File: src/design/wwum_pkg.sv
// Package for the wake window utilization monitor.
// Holds field widths, register indexes, reset values and the sequencer state type.
// No dependencies.
`default_nettype none

package wwum_pkg;

   localparam int ARRIVAL_W  = 40;
   localparam int WINDOW_W   = 32;
   localparam int LIMIT_W    = 5;
   localparam int COUNT_W    = 5;
   localparam int PCT_W      = 7;
   localparam int RSP_DATA_W = 16;
   localparam int SUM_W      = 64;
   localparam int STEP_W     = 3;
   localparam int CSR_IDX_W  = 1;

   localparam logic [CSR_IDX_W-1:0] CSR_WAKE_WINDOW    = 1'b0;
   localparam logic [CSR_IDX_W-1:0] CSR_RECORDS_IN_USE = 1'b1;

   localparam logic [WINDOW_W-1:0] WINDOW_RESET = 32'd100;
   localparam logic [LIMIT_W-1:0]  LIMIT_RESET  = 5'd16;
   localparam logic [PCT_W-1:0]    PCT_MAX      = 7'd100;

   localparam logic REQ_ARRIVAL = 1'b0;
   localparam logic REQ_CLEAR   = 1'b1;

   localparam logic STATUS_ACCEPTED = 1'b0;
   localparam logic STATUS_REJECTED = 1'b1;

   typedef enum logic [3:0] {
      ST_IDLE,
      ST_LOOKUP,
      ST_EVICT,
      ST_UPDATE,
      ST_SPAN_RD,
      ST_SPAN,
      ST_SUMS,
      ST_SCALE,
      ST_DIVIDE,
      ST_RESULT
   } state_type;

endpackage

`default_nettype wire

File: src/design/wake_window_utilization_monitor.sv
// Top level of the wake window utilization monitor: interval ring in two memories,
// read-modify-write sequencer and a bit-serial percent divider. Uses wwum_pkg.
//
// Usage. The req channel carries one transaction per item: tuser selects an arrival
// or a clear, tdata holds the arrival time in milliseconds. Each item gives exactly
// one rsp transaction with the status in tuser and the interval count and percent
// in tdata. The csr channel writes wake_window (index 0) and records_in_use
// (index 1); it is always ready. The user must write it only while the block is idle;
// the block itself does not enforce this. An arrival passes the ring lookups with
// registered memory reads and the seven-step restoring divider that forms the percent,
// skipped when the percent is zero or saturates; a clear goes straight to the result.
// No new item is taken until the sequencer is idle; the result is registered on rsp
// as the sequencer leaves its result state. The output register lets a new transaction
// be accepted while the previous result still waits; if the receiver stalls, the
// sequencer holds the next finished result until the output register frees up.
// Reset clears the ring pointers, count and running total and restores the register
// defaults; the memories themselves are not cleared and need no clearing pass.
`default_nettype none

module wake_window_utilization_monitor #(
   parameter int DEPTH     = 16,
   parameter int TIME_BITS = 40
) (
   input  wire logic                                clock,
   input  wire logic                                reset,
   input  wire logic                                req_tvalid,
   output logic                                     req_tready,
   // tdata: arrival_ms[39:0].
   input  wire logic [wwum_pkg::ARRIVAL_W-1:0]      req_tdata,
   // tuser: req_type[0].
   input  wire logic                                req_tuser,
   output logic                                     rsp_tvalid,
   input  wire logic                                rsp_tready,
   // tdata: interval_count[4:0], utilization_pct[11:5], zeros[15:12].
   output logic [wwum_pkg::RSP_DATA_W-1:0]          rsp_tdata,
   // tuser: status[0].
   output logic                                     rsp_tuser,
   input  wire logic                                csr_valid,
   output logic                                     csr_ready,
   input  wire logic [wwum_pkg::CSR_IDX_W-1:0]      csr_index,
   input  wire logic [wwum_pkg::WINDOW_W-1:0]       csr_data
);

   import wwum_pkg::*;

   localparam int IDX_W = (DEPTH > 1) ? $clog2(DEPTH) : 1;
   localparam int CNT_W = $clog2(DEPTH + 1);
   localparam int LIM_W = (CNT_W > LIMIT_W) ? CNT_W : LIMIT_W;
   localparam int CMP_W = (TIME_BITS > WINDOW_W) ? TIME_BITS : WINDOW_W;
   localparam int PRD_W = CNT_W + WINDOW_W;
   localparam int DIV_W = SUM_W + PCT_W;

   state_type state_ff, state_in;

   logic [IDX_W-1:0]     oldest_ff, oldest_in;
   logic [IDX_W-1:0]     newest_ff, newest_in;
   logic [CNT_W-1:0]     held_ff, held_in;
   logic [SUM_W-1:0]     total_ff, total_in;
   logic [WINDOW_W-1:0]  window_ff, window_in;
   logic [LIMIT_W-1:0]   limit_ff, limit_in;

   logic [TIME_BITS-1:0] t_ff, t_in;
   logic [TIME_BITS-1:0] gap_ff, gap_in;
   logic                 reject_ff, reject_in;
   logic                 extend_ff, extend_in;
   logic [TIME_BITS-1:0] old_start_ff, old_start_in;
   logic [TIME_BITS-1:0] evict_len_ff, evict_len_in;
   logic [PRD_W-1:0]     prod_ff, prod_in;
   logic [TIME_BITS-1:0] span_ff, span_in;
   logic [SUM_W-1:0]     num_ff, num_in;
   logic [SUM_W-1:0]     den_ff, den_in;
   logic [SUM_W-1:0]     rem_ff, rem_in;
   logic [DIV_W-1:0]     div_ff, div_in;
   logic [PCT_W-1:0]     quo_ff, quo_in;
   logic [STEP_W-1:0]    step_ff, step_in;
   logic                 status_ff, status_in;
   logic [PCT_W-1:0]     pct_ff, pct_in;

   logic                 rsp_tvalid_ff, rsp_tvalid_in;
   logic                 rsp_status_ff, rsp_status_in;
   logic [COUNT_W-1:0]   rsp_count_ff, rsp_count_in;
   logic [PCT_W-1:0]     rsp_pct_ff, rsp_pct_in;

   logic [TIME_BITS-1:0] start_mem [DEPTH];
   logic [TIME_BITS-1:0] end_mem [DEPTH];
   logic [TIME_BITS-1:0] start_rd_ff;
   logic [TIME_BITS-1:0] end_rd_ff;
   logic [IDX_W-1:0]     start_addr;
   logic [IDX_W-1:0]     end_addr;
   logic [IDX_W-1:0]     wr_addr;
   logic                 start_we;
   logic                 end_we;

   logic                 req_accept;
   logic                 rsp_load;
   logic                 pct_zero;
   logic                 pct_sat;
   logic                 div_ge;
   logic [PCT_W-1:0]     quo_next;
   logic [LIM_W-1:0]     limit_eff;
   logic [TIME_BITS:0]   diff;

   function automatic logic [IDX_W-1:0] ring_next(input logic [IDX_W-1:0] idx);
      ring_next = (idx == IDX_W'(DEPTH - 1)) ? '0 : idx + IDX_W'(1);
   endfunction

   assign req_tready = (state_ff == ST_IDLE);
   assign req_accept = req_tvalid && req_tready;
   assign csr_ready  = 1'b1;
   assign rsp_load   = (state_ff == ST_RESULT) && (!rsp_tvalid_ff || rsp_tready);

   assign rsp_tvalid = rsp_tvalid_ff;
   assign rsp_tuser  = rsp_status_ff;
   assign rsp_tdata  = {{(RSP_DATA_W - COUNT_W - PCT_W){1'b0}}, rsp_pct_ff, rsp_count_ff};

   assign start_addr = oldest_ff;
   assign end_addr   = (state_ff == ST_LOOKUP) ? oldest_ff : newest_ff;

   assign limit_eff = (limit_ff == '0) ? LIM_W'(1) :
                      ((LIM_W'(limit_ff) > LIM_W'(DEPTH)) ? LIM_W'(DEPTH) : LIM_W'(limit_ff));

   assign diff     = {1'b0, t_ff} - {1'b0, end_rd_ff};
   assign pct_zero = (num_ff == '0) || (den_ff == '0);
   assign pct_sat  = DIV_W'(rem_ff) >= (DIV_W'(den_ff) << PCT_W);
   assign div_ge   = DIV_W'(rem_ff) >= div_ff;
   assign quo_next = {quo_ff[PCT_W-2:0], div_ge};

   always_comb begin
      state_in = state_ff;
      case (state_ff)
         ST_IDLE: begin
            if (req_accept) begin
               state_in = (req_tuser == REQ_CLEAR) ? ST_RESULT : ST_LOOKUP;
            end
         end
         ST_LOOKUP:  state_in = ST_EVICT;
         ST_EVICT:   state_in = ST_UPDATE;
         ST_UPDATE:  state_in = ST_SPAN_RD;
         ST_SPAN_RD: state_in = ST_SPAN;
         ST_SPAN:    state_in = ST_SUMS;
         ST_SUMS:    state_in = ST_SCALE;
         ST_SCALE: begin
            state_in = (pct_zero || pct_sat) ? ST_RESULT : ST_DIVIDE;
         end
         ST_DIVIDE: begin
            if (step_ff == STEP_W'(PCT_W - 1)) begin
               state_in = ST_RESULT;
            end
         end
         ST_RESULT: begin
            if (rsp_load) begin
               state_in = ST_IDLE;
            end
         end
         default: state_in = ST_IDLE;
      endcase
   end

   always_comb begin
      logic                 evict;
      logic [IDX_W-1:0]     oldest_nx;
      logic [IDX_W-1:0]     newest_nx;
      logic [CNT_W-1:0]     held_mid;

      evict     = LIM_W'(held_ff) >= limit_eff;
      oldest_nx = evict ? ring_next(oldest_ff) : oldest_ff;
      held_mid  = evict ? held_ff - CNT_W'(1) : held_ff;
      newest_nx = (held_mid == '0) ? oldest_nx : ring_next(newest_ff);

      oldest_in    = oldest_ff;
      newest_in    = newest_ff;
      held_in      = held_ff;
      total_in     = total_ff;
      window_in    = window_ff;
      limit_in     = limit_ff;
      t_in         = t_ff;
      gap_in       = gap_ff;
      reject_in    = reject_ff;
      extend_in    = extend_ff;
      old_start_in = old_start_ff;
      evict_len_in = evict_len_ff;
      prod_in      = prod_ff;
      span_in      = span_ff;
      num_in       = num_ff;
      den_in       = den_ff;
      rem_in       = rem_ff;
      div_in       = div_ff;
      quo_in       = quo_ff;
      step_in      = step_ff;
      status_in    = status_ff;
      pct_in       = pct_ff;
      wr_addr      = newest_ff;
      start_we     = 1'b0;
      end_we       = 1'b0;

      rsp_tvalid_in = rsp_tvalid_ff && !rsp_tready;
      rsp_status_in = rsp_status_ff;
      rsp_count_in  = rsp_count_ff;
      rsp_pct_in    = rsp_pct_ff;

      if (csr_valid) begin
         case (csr_index)
            CSR_WAKE_WINDOW:    window_in = csr_data;
            CSR_RECORDS_IN_USE: limit_in  = csr_data[LIMIT_W-1:0];
            default:            window_in = window_ff;
         endcase
      end

      case (state_ff)
         ST_IDLE: begin
            if (req_accept) begin
               t_in = TIME_BITS'(req_tdata);
               if (req_tuser == REQ_CLEAR) begin
                  oldest_in = '0;
                  newest_in = '0;
                  held_in   = '0;
                  total_in  = '0;
                  status_in = STATUS_ACCEPTED;
                  pct_in    = '0;
               end
            end
         end
         ST_LOOKUP: begin
            reject_in    = diff[TIME_BITS];
            gap_in       = diff[TIME_BITS-1:0];
            old_start_in = start_rd_ff;
         end
         ST_EVICT: begin
            evict_len_in = end_rd_ff - old_start_ff;
            extend_in    = CMP_W'(gap_ff) <= CMP_W'(window_ff);
         end
         ST_UPDATE: begin
            status_in = STATUS_ACCEPTED;
            if (held_ff == '0) begin
               newest_in = oldest_ff;
               wr_addr   = oldest_ff;
               start_we  = 1'b1;
               end_we    = 1'b1;
               held_in   = CNT_W'(1);
            end else if (reject_ff) begin
               status_in = STATUS_REJECTED;
            end else if (extend_ff) begin
               total_in = total_ff + SUM_W'(gap_ff);
               wr_addr  = newest_ff;
               end_we   = 1'b1;
            end else begin
               total_in  = evict ? total_ff - SUM_W'(evict_len_ff) : total_ff;
               oldest_in = oldest_nx;
               newest_in = newest_nx;
               wr_addr   = newest_nx;
               start_we  = 1'b1;
               end_we    = 1'b1;
               held_in   = held_mid + CNT_W'(1);
            end
         end
         ST_SPAN_RD: begin
            prod_in = PRD_W'(held_ff) * PRD_W'(window_ff);
         end
         ST_SPAN: begin
            span_in = end_rd_ff - start_rd_ff;
            num_in  = total_ff + SUM_W'(prod_ff);
         end
         ST_SUMS: begin
            den_in = SUM_W'(span_ff) + SUM_W'(window_ff);
            // Times one hundred as 64 + 32 + 4.
            rem_in = (num_ff << 6) + (num_ff << 5) + (num_ff << 2);
         end
         ST_SCALE: begin
            div_in  = DIV_W'(den_ff) << (PCT_W - 1);
            quo_in  = '0;
            step_in = '0;
            if (pct_zero) begin
               pct_in = '0;
            end else if (pct_sat) begin
               pct_in = PCT_MAX;
            end
         end
         ST_DIVIDE: begin
            rem_in  = div_ge ? SUM_W'(DIV_W'(rem_ff) - div_ff) : rem_ff;
            quo_in  = quo_next;
            div_in  = div_ff >> 1;
            step_in = step_ff + STEP_W'(1);
            pct_in  = (quo_next > PCT_MAX) ? PCT_MAX : quo_next;
         end
         ST_RESULT: begin
            if (rsp_load) begin
               rsp_tvalid_in = 1'b1;
               rsp_status_in = status_ff;
               rsp_count_in  = COUNT_W'(held_ff);
               rsp_pct_in    = pct_ff;
            end
         end
         default: begin
            status_in = status_ff;
         end
      endcase
   end

   always_ff @(posedge clock) begin
      if (start_we) begin
         start_mem[wr_addr] <= t_ff;
      end
      if (end_we) begin
         end_mem[wr_addr] <= t_ff;
      end
      start_rd_ff <= start_mem[start_addr];
      end_rd_ff   <= end_mem[end_addr];
   end

   always_ff @(posedge clock) begin
      if (reset) begin
         state_ff      <= ST_IDLE;
         oldest_ff     <= '0;
         newest_ff     <= '0;
         held_ff       <= '0;
         total_ff      <= '0;
         window_ff     <= WINDOW_RESET;
         limit_ff      <= LIMIT_RESET;
         rsp_tvalid_ff <= 1'b0;
      end else begin
         state_ff      <= state_in;
         oldest_ff     <= oldest_in;
         newest_ff     <= newest_in;
         held_ff       <= held_in;
         total_ff      <= total_in;
         window_ff     <= window_in;
         limit_ff      <= limit_in;
         rsp_tvalid_ff <= rsp_tvalid_in;
      end
   end

   always_ff @(posedge clock) begin
      t_ff          <= t_in;
      gap_ff        <= gap_in;
      reject_ff     <= reject_in;
      extend_ff     <= extend_in;
      old_start_ff  <= old_start_in;
      evict_len_ff  <= evict_len_in;
      prod_ff       <= prod_in;
      span_ff       <= span_in;
      num_ff        <= num_in;
      den_ff        <= den_in;
      rem_ff        <= rem_in;
      div_ff        <= div_in;
      quo_ff        <= quo_in;
      step_ff       <= step_in;
      status_ff     <= status_in;
      pct_ff        <= pct_in;
      rsp_status_ff <= rsp_status_in;
      rsp_count_ff  <= rsp_count_in;
      rsp_pct_ff    <= rsp_pct_in;
   end

   held_within_depth: assert property (
      @(posedge clock) disable iff (reset) held_ff <= CNT_W'(DEPTH))
      else $error("Interval count exceeds the ring depth.");

   pct_in_range: assert property (
      @(posedge clock) disable iff (reset) rsp_tvalid_ff |-> rsp_pct_ff <= PCT_MAX)
      else $error("Reported percent exceeds one hundred.");

   result_from_sequencer: assert property (
      @(posedge clock) disable iff (reset) $rose(rsp_tvalid_ff) |-> $past(state_ff == ST_RESULT))
      else $error("Result transaction raised outside the result state.");

   divider_steps_bounded: assert property (
      @(posedge clock) disable iff (reset)
      state_ff == ST_DIVIDE |-> step_ff < STEP_W'(PCT_W))
      else $error("Divider ran past its last quotient bit.");

endmodule

`default_nettype wire

File: config.mk
export PLATFORM = sky130hd
export DESIGN_NAME = wake_window_utilization_monitor
export DESIGN_NICKNAME = d
export VERILOG_FILES = /design/src/design/wwum_pkg.sv /design/src/design/wake_window_utilization_monitor.sv
export SDC_FILE = /design/constraint.sdc
export NUM_CORES = 2
export LEC_CHECK = 0
export ABC_AREA = 0
export BUFFER_PORTS_ARGS = -buffer_cell sky130_fd_sc_hd__buf_2
export CORE_ASPECT_RATIO = 1.2
export CORE_MARGIN = 2
export CORE_UTILIZATION = 54
export CTS_CLUSTER_DIAMETER = 120
export DETAILED_ROUTE_END_ITERATION = 8
export PLACE_DENSITY_LB_ADDON = 0.1
export SLEW_MARGIN = 20
export SYNTH_ARGS = -nofsm -noshare
export SYNTH_HDL_FRONTEND = slang
export SYNTH_SLANG_ARGS = --single-unit
File: constraint.sdc
create_clock -name clock -period 12.93 [get_ports clock]
set_input_delay 0.6465 -clock clock [delete_from_list [all_inputs] [get_ports clock]]
set_output_delay 0.6465 -clock clock [all_outputs]
set_load 0.1 [all_outputs]
==> impl_metrics.yaml <==
placement:
  dp_hpwl_microns: 176000
  gp_congestion: 0.955
  portBuffers: 93
pwr:
  swShare_pct: 28.0
  share_clk_of_total_power_pct: 34.8
  p_int_mw: 11.8
  leakagePower_nw: 41.2
  p_switching_mw: 4.57
  pwr_density_cell_mw_per_mm2: 148
  max-vdd-ir-drop_uv: 140
  power_frac_comb_pct: 17.2
  seqPwrFrac_pct: 48.0
clocking:
  cts_resized: 0
  clock_latency_ns: 0.86
  clk_pin_slew_ns: 0.06
  cts_tree: "done"
  cts.sinks: 1964
  htreeDepth: 4
  cts_buffer_depth: 3
  cts_setup_buffers: 0
  cts_made_buffers: 192
  cts_root_buffer: "clkbuf_16"
outcome:
  status: "finished clean"
setup_path:
  critPathKind: "reg -> reg"
  cp-startpoint: "evict_len_ff[10]$_DFFE_PP_"
  required_ns: 13.73
  worstSetupEndpointType: "register"
  start_kind: "register"
  r2r_end: "total_ff[63]$_SDFFE_PP0P_"
  cp.arrival_ns: 7.27
  rrSetupSlack_ns: 6.46
  r2r_cells: 24
  crit_path_end: "total_ff[63]$_SDFFE_PP0P_"
  r2r-start: "evict_len_ff[10]$_DFFE_PP_"
  critical_path.max_fanout: 16
sta:
  worst_pin_slew_ns: 1.14
  maxSlewHeadroom_pct: 23.8
  setup_viol: 0
  timing.final.crit_share_pct: 50.0
  skew_ns: 0.0730
  final-hold-violation-count: 0
  setup-tns-final_ns: 0
  drv_slew: 0
  rsz0062_at_grt: "no"
  max_freq_ghz: 0.155
  fin_crit_ns: 6.47
synth:
  syn_avg_cell_area_sq_um: 13.2
  ys.flop_type: "edfxtp_1"
  synth_seq_area_share_pct: 57.1
  synth_area_sq_mm: 0.0998
  syn_inst: 7551
  async_flop_share_pct: 0
  yosysUniqueCellTypes: 84
  synth_top_area_cell: "edfxtp_1"
  synth_edf_count: 1765
  yosys_warnings: 0
  netlist.area_leader.share_pct: 53.1
  yosys_register_bits: 1964
  synth_area_leaders: "edfxtp_1 (53%), mux4_2 (8.1%), ha_1 (6.5%)"
finish:
  mostFrequentLayoutCells: "edfxtp_1 (1765), nand2_1 (560), inv_1 (519), ha_1 (515), a21oi_1 (501)"
  fillers: 14259
  drive_gt1_share_pct: 12.3
  fin_nets: 8483
  fin_util_pct: 60.3
  area_growth_pct: 10.8
  layout_commonest_cell: "edfxtp_1"
global_route:
  grt_max_degree: 108
  globalRouteOverflowTotal: 0
  grt_pass1_wl_microns: 389000
  grt_usage_pct: 27.8
  antenna_found_initial: 6
  grt_pass1_vias: 62763
floorplanning:
  die_w_microns: 396
  placementRows: 172
  io_pins: 99
  core_sq_mm: 0.183
  die_h_microns: 475
  initial_utilization_pct: 54.4
  die-area_sq_mm: 0.188
detailed_routing:
  post_drt_wl_per_cell_microns: 25.4
  drt_first_iter_violations: 5276
  dr.pass1.iters: 6
  via_per_inst: 6.03
  wl_microns: 262000
  ant_nets: 0
  drc: 0
  route.vias.total: 62313
hold_path:
  hold_class: "in -> reg"
flow_run:
  cap_viol_max_count: 0
layout make-up:
cell class                      count  area, sq um  area share (%)
Inverter                          520         1950            1.77
Sequential cell                  1964        57000            51.6
Tap cell                         2436         3050            2.76
Clock inverter                    106         1210            1.10
Multi-Input combinational cell   4792        40200            36.4
Timing Repair Buffer              264         1920            1.74
Clock buffer                      256         5220            4.72
Antenna cell                        2         5.00         0.00453
critical path: stages (launching register included):
cell	delay (ns)
edfxtp_1	0.40
or3_4	0.42
or4_4	0.44
or3_1	0.34
or3_1	0.39
nand2b_1	0.23
nand2b_1	0.30
nor4_2	0.26
buf_4	0.29
nand2_1	0.10
xnor2_1	0.13
o21ai_0	0.10
ha_1	0.43
a21o_1	0.22
a21oi_1	0.22
o211ai_1	0.12
a21oi_1	0.17
o21ai_0	0.12
a21boi_0	0.20
a21oi_1	0.13
a31oi_1	0.36
o21ai_0	0.27
or4_1	0.53
a31oi_1	0.14
a22o_1	0.15
cell usage after synthesis, types with 54 or more instances:
cell type	count
mux4_2	360
clkbuf_1	234
a21oi_1	502
nor2b_1	66
xor2_1	177
edfxtp_1	1765
nor2_1	403
nor3_1	86
nand2_1	561
a21o_1	264
ha_1	515
a31oi_1	76
inv_1	519
dfxtp_1	199
xnor2_1	261
nand4_1	79
o21bai_1	54
nand3_1	111
nand2b_1	81
o21ai_0	340
a211oi_1	77
fa_1	155
and2_1	137
through the flow:
step	setup slack, ns	power, mW	hold slack [ns]	instance area (sq um)	std cells
floorplan	3.51	9.82	0.400	99800	7554
global placement	6.45	10.7	0.407	104000	9927
detailed placement	6.39	10.7	0.410	104000	9927
CTS	6.44	16.4	0.00322	110000	10333
global route	5.98	17.0	0.0209	111000	10339
finish	6.46	16.3	0.0631	111000	10340
logic make-up after synthesis:
family / after synthesis / share of synthesized area [%]
AO/OA/AOI/OAI: 1572 / 9.80
XOR/XNOR: 438 / 3.84
adder cells (fa/ha/maj): 670 / 9.57
buffers and inverters: 798 / 3.02
flip-flops: 1964 / 57.1
multiplexers: 378 / 8.31
other: 2 / 0.00753
AND/OR/NAND/NOR: 1729 / 8.34
layer usage:
metal | share of wire (%) | routed length [microns] | track usage, %
met5 | 0 | 0 | 0
met3 | 5.7 | 14800 | 3.66
met1 | 40 | 104000 | 35.1
met2 | 50 | 131000 | 48.2
met4 | 4.4 | 11600 | 11.6
flip-flops by register name (all words and copies together) (netlist names), 40 cells and up:
register	flops
den_ff	41
div_ff	47
end_mem	640
end_rd_ff	40
evict_len_ff	40
gap_ff	40
num_ff	64
old_start_ff	40
rem_ff	64
span_ff	40
start_mem	640
start_rd_ff	40
t_ff	40
total_ff	64
how the worst min path moves through the flow:
stage | from | slack, ns | cells past startpoint | end
floorplan | pct_ff[0]$_SDFFCE_PP0P_ | 0.40 | 0 | rsp_pct_ff[0]$_DFFE_PP_
global placement | pct_ff[3]$_SDFFCE_PP0P_ | 0.41 | 0 | rsp_pct_ff[3]$_DFFE_PP_
detailed placement | pct_ff[1]$_SDFFCE_PP0P_ | 0.41 | 0 | rsp_pct_ff[1]$_DFFE_PP_
CTS | csr_data[18] | 0.003 | 3 | window_ff[18]$_SDFFE_PP0P_
global route | req_tdata[17] | 0.02 | 1 | t_ff[17]$_DFFE_PP_
finish | csr_data[18] | 0.06 | 3 | window_ff[18]$_SDFFE_PP0P_
power groups by stage:
stage	Clock, mW	Sequential (mW)	Combinational (mW)
after floorplan	0	8.01	1.82
after global placement	0	7.98	2.69
after detailed placement	0	7.99	2.73
after CTS	5.78	7.86	2.76
after global routing	6.00	7.87	3.09
final	5.67	7.84	2.81
timing repair:
action	4_1_cts	5_1_grt
endpoints found under the setup margin	0	0
hold buffers	44	0
endpoints found under the hold margin	44	0
Note: power is estimated with default switching activity, not from simulation.
